**config.mk**
```make
export PLATFORM = sky130hd
export DESIGN_NAME = tooth_period_wheel_speed_unit
export DESIGN_NICKNAME = d
export VERILOG_FILES = /design/src/rtl/tpws_pkg.sv /design/src/rtl/tpws_cfg.sv /design/src/rtl/tpws_div.sv /design/src/rtl/tpws_ctrl.sv /design/src/rtl/tpws_dp.sv /design/src/rtl/tooth_period_wheel_speed_unit.sv
export SDC_FILE = /design/constraint.sdc
export NUM_CORES = 1
export LEC_CHECK = 0
export BUFFER_PORTS_ARGS = -buffer_cell sky130_fd_sc_hd__buf_2
export CAP_MARGIN = 10
export CORE_UTILIZATION = 25
export DETAILED_ROUTE_END_ITERATION = 8
export PLACE_DENSITY_LB_ADDON = 0.1
export SLEW_MARGIN = 30
export SYNTH_ARGS = -nofsm -noshare
export SYNTH_HDL_FRONTEND = slang
export SYNTH_HIERARCHICAL = 1
export SYNTH_SLANG_ARGS = --single-unit
```
**constraint.sdc**
```tcl
create_clock -name clk -period 9.7 [get_ports clk]
set_input_delay 0.97 -clock clk [delete_from_list [all_inputs] [get_ports clk]]
set_output_delay 0.97 -clock clk [all_outputs]
set_load 0.03 [all_outputs]
```
**src/rtl/tpws_pkg.sv**
```systemverilog
// ----------------------------------------------------------------------------
// Tooth period wheel speed: package
// Types, widths and codes shared by the speed unit modules.
// ----------------------------------------------------------------------------
package tpws_pkg;

	localparam int NUM_WHEELS      = 2;
	localparam int SPEED_FRAC_BITS = 4;
	localparam int TPM_W           = 28;
	localparam int TEETH_W         = 8;
	localparam int MS_CFG_W        = 16;
	localparam int CAP_W           = 16;
	localparam int MS_W            = 32;
	localparam int SPEED_W         = 32;
	localparam int NUM_W           = TPM_W + SPEED_FRAC_BITS;
	localparam int DEN_W           = TEETH_W + CAP_W;
	localparam int DIV_CNT_W       = $clog2(NUM_W + 1);
	localparam int ADDR_W          = 4;
	localparam int DATA_W          = 32;

	localparam logic MODE_CAPTURE = 1'b0;
	localparam logic MODE_READ    = 1'b1;

	localparam logic [1:0] REG_TICKS_PER_MINUTE = 2'd0;
	localparam logic [1:0] REG_TEETH_COUNT      = 2'd1;
	localparam logic [1:0] REG_MAX_GAP_MS       = 2'd2;
	localparam logic [1:0] REG_STANDSTILL_MS    = 2'd3;

	localparam logic [TPM_W-1:0]    RST_TICKS_PER_MINUTE = TPM_W'(60000000);
	localparam logic [TEETH_W-1:0]  RST_TEETH_COUNT      = TEETH_W'(20);
	localparam logic [MS_CFG_W-1:0] RST_MAX_GAP_MS       = MS_CFG_W'(60);
	localparam logic [MS_CFG_W-1:0] RST_STANDSTILL_MS    = MS_CFG_W'(300);

	typedef struct packed {
		logic             mode;
		logic             wheel_index;
		logic [CAP_W-1:0] capture_value;
		logic [MS_W-1:0]  now_ms;
	} item_t;

	typedef struct packed {
		logic [SPEED_W-1:0] speed_sixteenths;
		logic               speed_wheel;
	} result_t;

	typedef struct packed {
		logic [TPM_W-1:0]    ticks_per_minute;
		logic [TEETH_W-1:0]  teeth_count;
		logic [MS_CFG_W-1:0] max_gap_ms;
		logic [MS_CFG_W-1:0] standstill_ms;
	} cfg_t;

	typedef struct packed {
		logic latch_item;
		logic update_ts;
		logic zero_speed;
		logic div_start;
		logic write_speed;
		logic load_result;
	} dp_cmd_t;

	typedef struct packed {
		logic in_is_read;
		logic zero_case;
		logic skip_div;
		logic div_busy;
		logic out_free;
	} dp_sts_t;

	typedef enum logic [2:0] {
		ST_IDLE,
		ST_DISPATCH,
		ST_CAP_EVAL,
		ST_DIV_WAIT,
		ST_READ
	} state_t;

endpackage

```
**src/rtl/tpws_cfg.sv**
```systemverilog
// ----------------------------------------------------------------------------
// Tooth period wheel speed: configuration registers
// APB-style register file, zero wait states.
// ----------------------------------------------------------------------------
module tpws_cfg (
	input  logic                       clk,
	input  logic                       arst_n,
	input  logic                       psel,
	input  logic                       penable,
	input  logic                       pwrite,
	input  logic [tpws_pkg::ADDR_W-1:0] paddr,
	input  logic [tpws_pkg::DATA_W-1:0] pwdata,
	output logic [tpws_pkg::DATA_W-1:0] prdata,
	output logic                       pready,
	output tpws_pkg::cfg_t             cfg
);
	import tpws_pkg::*;

	cfg_t       cfg_q;
	logic [1:0] reg_idx;
	logic       wr_en;

	assign pready  = 1'b1;
	assign reg_idx = paddr[3:2];
	assign wr_en   = psel & penable & pwrite;

	always_ff @(posedge clk or negedge arst_n) begin
		if (!arst_n) begin
			cfg_q.ticks_per_minute <= RST_TICKS_PER_MINUTE;
			cfg_q.teeth_count      <= RST_TEETH_COUNT;
			cfg_q.max_gap_ms       <= RST_MAX_GAP_MS;
			cfg_q.standstill_ms    <= RST_STANDSTILL_MS;
		end else if (wr_en) begin
			case (reg_idx)
				REG_TICKS_PER_MINUTE: cfg_q.ticks_per_minute <= pwdata[TPM_W-1:0];
				REG_TEETH_COUNT:      cfg_q.teeth_count      <= pwdata[TEETH_W-1:0];
				REG_MAX_GAP_MS:       cfg_q.max_gap_ms       <= pwdata[MS_CFG_W-1:0];
				REG_STANDSTILL_MS:    cfg_q.standstill_ms    <= pwdata[MS_CFG_W-1:0];
				default: ;
			endcase
		end
	end

	always_comb begin
		case (reg_idx)
			REG_TICKS_PER_MINUTE: prdata = DATA_W'(cfg_q.ticks_per_minute);
			REG_TEETH_COUNT:      prdata = DATA_W'(cfg_q.teeth_count);
			REG_MAX_GAP_MS:       prdata = DATA_W'(cfg_q.max_gap_ms);
			REG_STANDSTILL_MS:    prdata = DATA_W'(cfg_q.standstill_ms);
			default:              prdata = '0;
		endcase
	end

	assign cfg = cfg_q;

endmodule

```
**src/rtl/tpws_div.sv**
```systemverilog
// ----------------------------------------------------------------------------
// Tooth period wheel speed: iterative divider
// Restoring unsigned divider, one quotient bit per cycle.
// ----------------------------------------------------------------------------
module tpws_div (
	input  logic                        clk,
	input  logic                        arst_n,
	input  logic                        start,
	input  logic [tpws_pkg::NUM_W-1:0]  num,
	input  logic [tpws_pkg::DEN_W-1:0]  den,
	output logic                        busy,
	output logic [tpws_pkg::NUM_W-1:0]  quot
);
	import tpws_pkg::*;

	logic [DIV_CNT_W-1:0] count_q;
	logic [DEN_W-1:0]     den_q;
	logic [DEN_W-1:0]     rem_q;
	logic [NUM_W-1:0]     quot_q;
	logic [DEN_W:0]       shifted;
	logic [DEN_W:0]       diff;
	logic                 fits;

	// remainder stays below den, so one extra bit covers the shifted value
	assign shifted = {rem_q, quot_q[NUM_W-1]};
	assign diff    = shifted - {1'b0, den_q};
	assign fits    = ~diff[DEN_W];

	always_ff @(posedge clk or negedge arst_n) begin
		if (!arst_n) begin
			count_q <= '0;
		end else if (start) begin
			count_q <= DIV_CNT_W'(NUM_W);
		end else if (count_q != '0) begin
			count_q <= count_q - DIV_CNT_W'(1);
		end
	end

	always_ff @(posedge clk) begin
		if (start) begin
			den_q  <= den;
			rem_q  <= '0;
			quot_q <= num;
		end else if (count_q != '0) begin
			rem_q  <= fits ? diff[DEN_W-1:0] : shifted[DEN_W-1:0];
			quot_q <= {quot_q[NUM_W-2:0], fits};
		end
	end

	assign busy = (count_q != '0);
	assign quot = quot_q;

endmodule

```
**src/rtl/tpws_ctrl.sv**
```systemverilog
// ----------------------------------------------------------------------------
// Tooth period wheel speed: controller
// Sequences one request at a time through the datapath.
// ----------------------------------------------------------------------------
module tpws_ctrl (
	input  logic              clk,
	input  logic              arst_n,
	input  logic              item_valid,
	output logic              item_ready,
	input  tpws_pkg::dp_sts_t sts,
	output tpws_pkg::dp_cmd_t cmd
);
	import tpws_pkg::*;

	state_t state_q;
	state_t state_d;

	always_ff @(posedge clk or negedge arst_n) begin
		if (!arst_n) begin
			state_q <= ST_IDLE;
		end else begin
			state_q <= state_d;
		end
	end

	always_comb begin
		state_d = state_q;
		case (state_q)
			ST_IDLE: begin
				if (item_valid) state_d = ST_DISPATCH;
			end
			ST_DISPATCH: begin
				state_d = sts.in_is_read ? ST_READ : ST_CAP_EVAL;
			end
			ST_CAP_EVAL: begin
				if (sts.zero_case || sts.skip_div) state_d = ST_IDLE;
				else state_d = ST_DIV_WAIT;
			end
			ST_DIV_WAIT: begin
				if (!sts.div_busy) state_d = ST_IDLE;
			end
			ST_READ: begin
				if (sts.out_free) state_d = ST_IDLE;
			end
			default: state_d = ST_IDLE;
		endcase
	end

	always_comb begin
		cmd        = '0;
		item_ready = 1'b0;
		case (state_q)
			ST_IDLE: begin
				item_ready     = 1'b1;
				cmd.latch_item = item_valid;
			end
			ST_DISPATCH: ;
			ST_CAP_EVAL: begin
				cmd.update_ts  = 1'b1;
				cmd.zero_speed = sts.zero_case;
				cmd.div_start  = ~sts.zero_case & ~sts.skip_div;
			end
			ST_DIV_WAIT: begin
				cmd.write_speed = ~sts.div_busy;
			end
			ST_READ: begin
				cmd.load_result = sts.out_free;
			end
			default: ;
		endcase
	end

endmodule

```
**src/rtl/tpws_dp.sv**
```systemverilog
// ----------------------------------------------------------------------------
// Tooth period wheel speed: datapath
// Per-wheel state, gap and delta arithmetic, divider and result register.
// ----------------------------------------------------------------------------
module tpws_dp (
	input  logic              clk,
	input  logic              arst_n,
	input  tpws_pkg::item_t   item,
	input  tpws_pkg::cfg_t    cfg,
	input  tpws_pkg::dp_cmd_t cmd,
	output tpws_pkg::dp_sts_t sts,
	output logic              result_valid,
	input  logic              result_ready,
	output tpws_pkg::result_t result
);
	import tpws_pkg::*;

	item_t              item_q;
	logic [CAP_W-1:0]   prev_cap_q [NUM_WHEELS];
	logic               await_q    [NUM_WHEELS];
	logic [MS_W-1:0]    last_ms_q  [NUM_WHEELS];
	logic [SPEED_W-1:0] speed_q    [NUM_WHEELS];
	logic               res_valid_q;
	result_t            result_q;

	logic               w;
	logic               in_range;
	logic [MS_W-1:0]    age;
	logic [CAP_W-1:0]   delta;
	logic [DEN_W-1:0]   den;
	logic [NUM_W-1:0]   num;
	logic [NUM_W-1:0]   quot;
	logic               div_busy;
	logic [SPEED_W-1:0] read_speed;

	assign w        = item_q.wheel_index;
	assign in_range = (int'(w) < NUM_WHEELS);
	assign age      = item_q.now_ms - last_ms_q[w];
	assign delta    = item_q.capture_value - prev_cap_q[w];
	assign den      = DEN_W'(cfg.teeth_count) * DEN_W'(delta);
	assign num      = NUM_W'(cfg.ticks_per_minute) << SPEED_FRAC_BITS;

	tpws_div u_div (
		.clk    (clk),
		.arst_n (arst_n),
		.start  (cmd.div_start),
		.num    (num),
		.den    (den),
		.busy   (div_busy),
		.quot   (quot)
	);

	always_ff @(posedge clk) begin
		if (cmd.latch_item) item_q <= item;
	end

	always_ff @(posedge clk or negedge arst_n) begin
		if (!arst_n) begin
			for (int i = 0; i < NUM_WHEELS; i++) begin
				prev_cap_q[i] <= '0;
				await_q[i]    <= 1'b1;
				last_ms_q[i]  <= '0;
				speed_q[i]    <= '0;
			end
		end else if (in_range) begin
			if (cmd.update_ts) begin
				prev_cap_q[w] <= item_q.capture_value;
				last_ms_q[w]  <= item_q.now_ms;
				await_q[w]    <= 1'b0;
			end
			if (cmd.zero_speed) speed_q[w] <= '0;
			// numerator fits in NUM_W bits, so the quotient never needs clamping
			if (cmd.write_speed) speed_q[w] <= SPEED_W'(quot);
		end
	end

	assign read_speed = (in_range && age <= MS_W'(cfg.standstill_ms)) ? speed_q[w] : '0;

	always_ff @(posedge clk or negedge arst_n) begin
		if (!arst_n) begin
			res_valid_q <= 1'b0;
		end else if (cmd.load_result) begin
			res_valid_q <= 1'b1;
		end else if (result_ready) begin
			res_valid_q <= 1'b0;
		end
	end

	always_ff @(posedge clk) begin
		if (cmd.load_result) begin
			result_q.speed_sixteenths <= read_speed;
			result_q.speed_wheel      <= w;
		end
	end

	assign sts.in_is_read = (item_q.mode == MODE_READ);
	assign sts.zero_case  = in_range && (await_q[w] || age > MS_W'(cfg.max_gap_ms));
	assign sts.skip_div   = !in_range || delta == '0 || cfg.teeth_count == '0;
	assign sts.div_busy   = div_busy;
	assign sts.out_free   = ~res_valid_q | result_ready;

	assign result_valid = res_valid_q;
	assign result       = result_q;

endmodule

```
**src/rtl/tooth_period_wheel_speed_unit.sv**
```systemverilog
// ----------------------------------------------------------------------------
// Tooth period wheel speed unit: top level
// Usage:
//   item channel (item_valid/item_ready/item) takes tooth capture events
//   (mode 0) and speed read requests (mode 1) for one of two wheels.
//   result channel (result_valid/result_ready/result) returns one speed
//   per read request, in 1/16 RPM; captures return nothing.
//   APB port sets ticks_per_minute, teeth_count, max_gap_ms, standstill_ms.
// Timing: one request in flight at a time.
//   read: accept, dispatch, then the result is registered once the output
//   register is free; the next request is accepted after that.
//   capture: accept, dispatch, evaluate; it ends there when speed is zeroed or kept,
//   otherwise the restoring divider resolves one of 32 quotient bits per cycle.
// Reset: registers take their defaults, every wheel waits for a first pulse
//   with speed 0, no result pending.
// Stall: a result waits in the output register; the unit still accepts the
//   next request, and a following read holds until the register frees.
// ----------------------------------------------------------------------------
module tooth_period_wheel_speed_unit (
	input  logic                        clk,
	input  logic                        arst_n,
	input  logic                        item_valid,
	output logic                        item_ready,
	input  tpws_pkg::item_t             item,
	output logic                        result_valid,
	input  logic                        result_ready,
	output tpws_pkg::result_t           result,
	input  logic                        psel,
	input  logic                        penable,
	input  logic                        pwrite,
	input  logic [tpws_pkg::ADDR_W-1:0] paddr,
	input  logic [tpws_pkg::DATA_W-1:0] pwdata,
	output logic [tpws_pkg::DATA_W-1:0] prdata,
	output logic                        pready
);
	import tpws_pkg::*;

	cfg_t    cfg;
	dp_cmd_t cmd;
	dp_sts_t sts;

	tpws_cfg u_cfg (
		.clk     (clk),
		.arst_n  (arst_n),
		.psel    (psel),
		.penable (penable),
		.pwrite  (pwrite),
		.paddr   (paddr),
		.pwdata  (pwdata),
		.prdata  (prdata),
		.pready  (pready),
		.cfg     (cfg)
	);

	tpws_ctrl u_ctrl (
		.clk        (clk),
		.arst_n     (arst_n),
		.item_valid (item_valid),
		.item_ready (item_ready),
		.sts        (sts),
		.cmd        (cmd)
	);

	tpws_dp u_dp (
		.clk          (clk),
		.arst_n       (arst_n),
		.item         (item),
		.cfg          (cfg),
		.cmd          (cmd),
		.sts          (sts),
		.result_valid (result_valid),
		.result_ready (result_ready),
		.result       (result)
	);

endmodule

```
======== Word-level counts from Yosys, hierarchy flattened ========
Index checks and enable logic that the tools add are counted.
word-level totals
  flip-flop bits (word level) ............. 403
  latch bits .............................. 0
  bits in writable memories ............... 0
  memory bits (read-only) ................. 0
  input port bits ......................... 93
  memories kept ........................... 0
operators by class
  add/sub/neg operators ................... 4
  multiply operators ...................... 1
  div/mod/pow operators ................... 0
  $lt $le $gt $ge ......................... 4
  equal/unequal tests ..................... 10
  shift-type cells ........................ 0
  multiplexer cells ....................... 42
  bitwise operators ....................... 14
  reduce and logical (&&, ||, !) cells .... 16
operators with widths
  operator                                                     number
  32-bit two-way mux                                           9
  64-bit bitwise mux                                           2
  64-bit two-way mux                                           2
  32-bit one-hot mux with 4 select lines                       1
  64-bit bitwise AND                                           1
  16-bit two-way mux                                           4
  64-bit inverter                                              1
  32-bit bitwise mux                                           1
  32-bit demux with 1-bit select                               1
  32-bit by 16-bit > comparator with 1-bit output              1
  32-bit by 16-bit less-or-equal comparator with 1-bit output  1
  32-bit subtractor                                            1
  25-bit by 24-bit subtractor with 25-bit output               1
  8-bit by 16-bit multiplier with 24-bit output                1
  24-bit two-way mux                                           1
  16-bit demux with 1-bit select                               1
  16-bit logical NOT                                           1
  16-bit subtractor                                            1
  3-bit two-way mux                                            5
  3-bit one-hot mux with 5 select lines                        1
  6-bit two-way mux                                            2
  1-bit two-way mux                                            10
  8-bit logical NOT                                            1
  2-bit AND reduction                                          4
  other kinds (25)                                             37

======== Depth between registers and ports, before layout ========
  depth in word-level cells ............... 13
  mapped depth ............................ 30

======== Modules after synthesis ========
Netlist, hierarchy kept.
by module, submodules not included
  module     instances  cells each  area each (sq um)  seq. area each (sq um)
  tpws_dp    1          1550        17180.2            6573.8
  tpws_div   1          482         4989.8             2312.2
  tpws_cfg   1          205         3123.0             1726.7
  tpws_ctrl  1          25          219.0              75.1

======== Least setup slack after synthesis ========
OpenSTA, ideal clock, no wires.
  kind .................................... register to register
  start point ............................. register u_dp.item_q, in the netlist u_dp/w
  end point ............................... register u_dp.u_div.quot_q[0] (netlist: u_dp/u_div/quot[0]) (enable)
  arrival ................................. 7898 ps
  data required time ...................... 9306 ps
  path slack .............................. 1408 ps
  stages on the path, launching flop included .. 24
  path buffers ............................ 6
  clock period less this slack ............ 8292 ps
  cell sequence ........................... edfxtp_1 -> clkbuf_1 -> clkbuf_1 -> buf_1 -> mux2i_1 -> ha_1 -> nor2b_1 -> o31ai_1 -> a21oi_1 -> o31a_1 -> a21oi_1 -> xnor2_1 -> ha_1 -> nand4_1 -> or2_2 -> nor3_1 -> nor2_1 -> a211o_1 -> or3_1 -> nor3_1 -> clkbuf_1 -> clkbuf_8 -> clkbuf_8 -> nand2b_1
RTL lines
  what                      line            text
  start: declaration        tpws_dp.sv:18   item_t item_q;
  start signal: assignment  tpws_dp.sv:54   if (cmd.latch_item) item_q <= item;
  end signal: assignment    tpws_div.sv:43  quot_q <= num;
  end signal: assignment    tpws_div.sv:46  quot_q <= {quot_q[NUM_W-2:0], fits};
  end: declaration          tpws_div.sv:19  logic [NUM_W-1:0] quot_q;

======== Worst setup path after layout ========
  start point ............................. register u_dp.item_q, in the netlist u_dp/w
  end point ............................... register u_dp.u_div.den_q[23], data pin
on the way
  cells in the longest elaborated chain, start to end .. 6
ends and longest elaborated chain
  what                                                    line            text
  1-bit inverter with 2-bit output (implied by the code)  tpws_dp.sv:39   assign delta = item_q.capture_value - prev_cap_q[w];
  16-bit two-way mux (implied by the code) (3 in a row)   tpws_dp.sv:39
  16-bit subtractor                                       tpws_dp.sv:39
  8-bit by 16-bit multiplier with 24-bit output           tpws_dp.sv:40   assign den = DEN_W'(cfg.teeth_count) * DEN_W'(delta);
  via u_dp.den[23]                                        tpws_dp.sv:30   logic [DEN_W-1:0] den;
  end signal: assignment                                  tpws_div.sv:41  den_q <= den;
  end: declaration                                        tpws_div.sv:17  logic [DEN_W-1:0] den_q;
The timed path passes the listed nets, and every way through them passes these cells. The select of a mux whose other input is x is not followed.
A chain may end at the register's enable or synchronous reset.

==> run metrics <==
clk slew on worst S/H paths=0.06 ns; Core ar.=101000 µm²; Ys Warns=6; Skew-Pair Late Insertion Delay=0.61 ns; I/O Pins=161; PortBufs=149; outcome=finished, final reports clean; fin crit period=roughly 8.2 ns; total CTS buffers=50; dpl ws=1.41 ns; placer congestion estimate=0.799; Worst Path Max Fanout=10; setup bufs post-CTS=0; Avg Cell Area, Syn=11.3 µm²; layout overhead on the synthesized area=15.2%; drt pass-1 iters=4; unrepaired setup endpoints after global routing=false; die area=103000 µm²; initial antenna violation count=11; commonest non-fill, non-tap cell in the layout=dfrtp_1; Cell Area, Synth=25500 µm²; fraction of layout cells with a size suffix above 1=22.9%; DP HPWL=around 48000 µm; Final WS setup=1.48 ns; Die W=between 300 and 400 µm; number of synthesized flops with an enable pin=139; Std-Cell Rows=116; Post-Route WL=between 60000 and 70000 µm; Synth Flop Type=dfrtp_1; grt total ovfl=0; Nets=2710; final hold vios=0; Least-Margin Pin Slew=0.975 ns; register area share after synthesis=41.9%; Startpoint Class=flop; total negative setup slack=0 ns; Max Cap Violations=0; Final Max Slew Viols=0; fmax=122 MHz; filler instances=roughly 10000; clk sinks=403; ANT nets after route=0; most frequent cells in the layout=218 x dfrtp_1, 185 x mux2_2, 182 x inv_1, 148 x buf_2, 148 x ha_1; hold-fix buffers at CTS=0; Crit. End Element=flop; H-tree depth=2; Req. time, crit path=10.06 ns; first-pass GRT wire length=108000 µm; Synth cell types=94; Max Buffers Root-to-Sink=3; most frequent cell on the critical path=fa_1; hold slack=0.355 ns; largest net degree at the start of global routing=163; Setup Crit Path Kind=reg -> reg; post-DR wirelength/cell=18.3 µm; #FFs+latches synth=403; Remaining DRCs=0; via count=17400; Post-synth ARST share=59.6%; initial DRC count=734; Final period util=84.7%; vias in the first global route=18500; vias per std cell=4.59; Hold Path Class=in -> async; dpl cell area=27600 µm²; Post-Layout Inst Area=29400 µm²; Initial Util=25.4%; TritonCTS clock tree=built; Slowest cell on crit path=xor2_1; Relative slew margins=between 30% and 40%; Worst Skew=0.0261 ns; CP Data Arrival Time=~8.6 ns; CTS root buf=clkbuf_16; post-synthesis cell count=~2300; CP max stage delay=between 0.7 and 0.8 ns; Post-CTS Resized=0; final setup fails=0; GRT Total Usage=a little over an eighth; DIE HEIGHT=321 µm
metal layers:
layer | up-vias | wire (µm) | GRT usage [%]
li1 | 8308 | - | -
met1 | 8676 | 32900 | 17.7
met2 | 272 | 32300 | 22.3
met3 | 97 | 2740 | 2.45
met4 | 10 | 1420 | 3.37
met5 | - | 51 | 0
final timing paths:
path,from,endpoint,slack [ns],cells after the start
max,u_dp/w,u_dp/u_div/den_q[23],1.48,26
min,arst_n,u_dp/last_ms_q[18],0.35,1
max reg2reg,u_dp/w,u_dp/u_div/den_q[23],1.48,26
min reg2reg,u_dp/await_q[1],u_dp/await_q[1],0.48,1
max in group asynchronous,arst_n,u_dp/result_valid,8.01,3
min in group clk,u_dp/await_q[1],u_dp/await_q[1],0.48,1
through the flow:
stage / utilization [%] / instances
5_1_grt: 29.2 / 3782
3_5_place_dp: 27.5 / 3685
4_1_cts: 29.2 / 3779
3_3_place_gp: 27.5 / 3685
6_report: 29.2 / 3782
2_1_floorplan: - / 2268
cell families after synthesis:
| group | Yosys count | synth area share (%) |
|---|---|---|
| compound gates | 405 | 11.1 |
| xor+xnor | 72 | 2.50 |
| fa+ha+maj | 235 | 14.1 |
| buf+inv | 296 | 5.09 |
| flops | 403 | 41.9 |
| mux | 292 | 13.0 |
| other cells | 3 | 0.0441 |
| simple gates | 556 | 12.3 |
synth_stat cells (all sizes together) (50+ instances only):
| library cell | number | share of area [%] |
|---|---|---|
| mux2i | 88 | 3.5 |
| and2 | 115 | 2.8 |
| inv | 183 | 2.7 |
| edfxtp | 139 | 16 |
| ha | 148 | 7.3 |
| xnor2 | 50 | 1.7 |
| mux2 | 196 | 8.8 |
| o21ai | 73 | 1.5 |
| a22o | 64 | 2.2 |
| dfrtp | 218 | 21 |
| clkbuf | 65 | 1.1 |
| nor2 | 96 | 1.4 |
| fa | 87 | 6.8 |
| a21oi | 101 | 2.0 |
| nand2 | 130 | 1.9 |
registers in the layout, indices dropped and copies added, names as in the netlist, 2 cells and up:
signal and flops:
u_cfg/cfg 68, u_dp/item_q 48, u_dp/u_div/rem_q 24, u_dp/await_q 2
u_dp/u_div/count_q 6, u_dp/u_div/quot 32, u_dp/speed_q 64, u_ctrl/state_q 3
u_dp/result 33, u_dp/last_ms_q 64, u_dp/u_div/den_q 24, u_dp/prev_cap_q 32
critical path: cells and delay by family (launching register included):
kind | cells | cell delay (ns)
buf+inv | 4 | 0.50
compound gates | 11 | 2.60
xor+xnor | 2 | 0.81
flops | 1 | 0.64
fa+ha+maj | 6 | 2.72
simple gates | 2 | 0.49
mux | 1 | 0.21
layout make-up:
class / count / area, µm² / area share (%)
antenna: 1 / 2.50 / 0.00852
sequential: 403 / 10700 / 36.4
multi-input combinational: 1569 / 13600 / 46.4
tap: 1357 / 1700 / 5.78
clock inverter: 17 / 233 / 0.792
timing repair buffer: 175 / 1000 / 3.42
inverter: 183 / 687 / 2.34
clock buffer: 77 / 1440 / 4.91
Power is not shown: default switching activity piles up to over one toggle a cycle in this logic, so the estimate is an artifact.
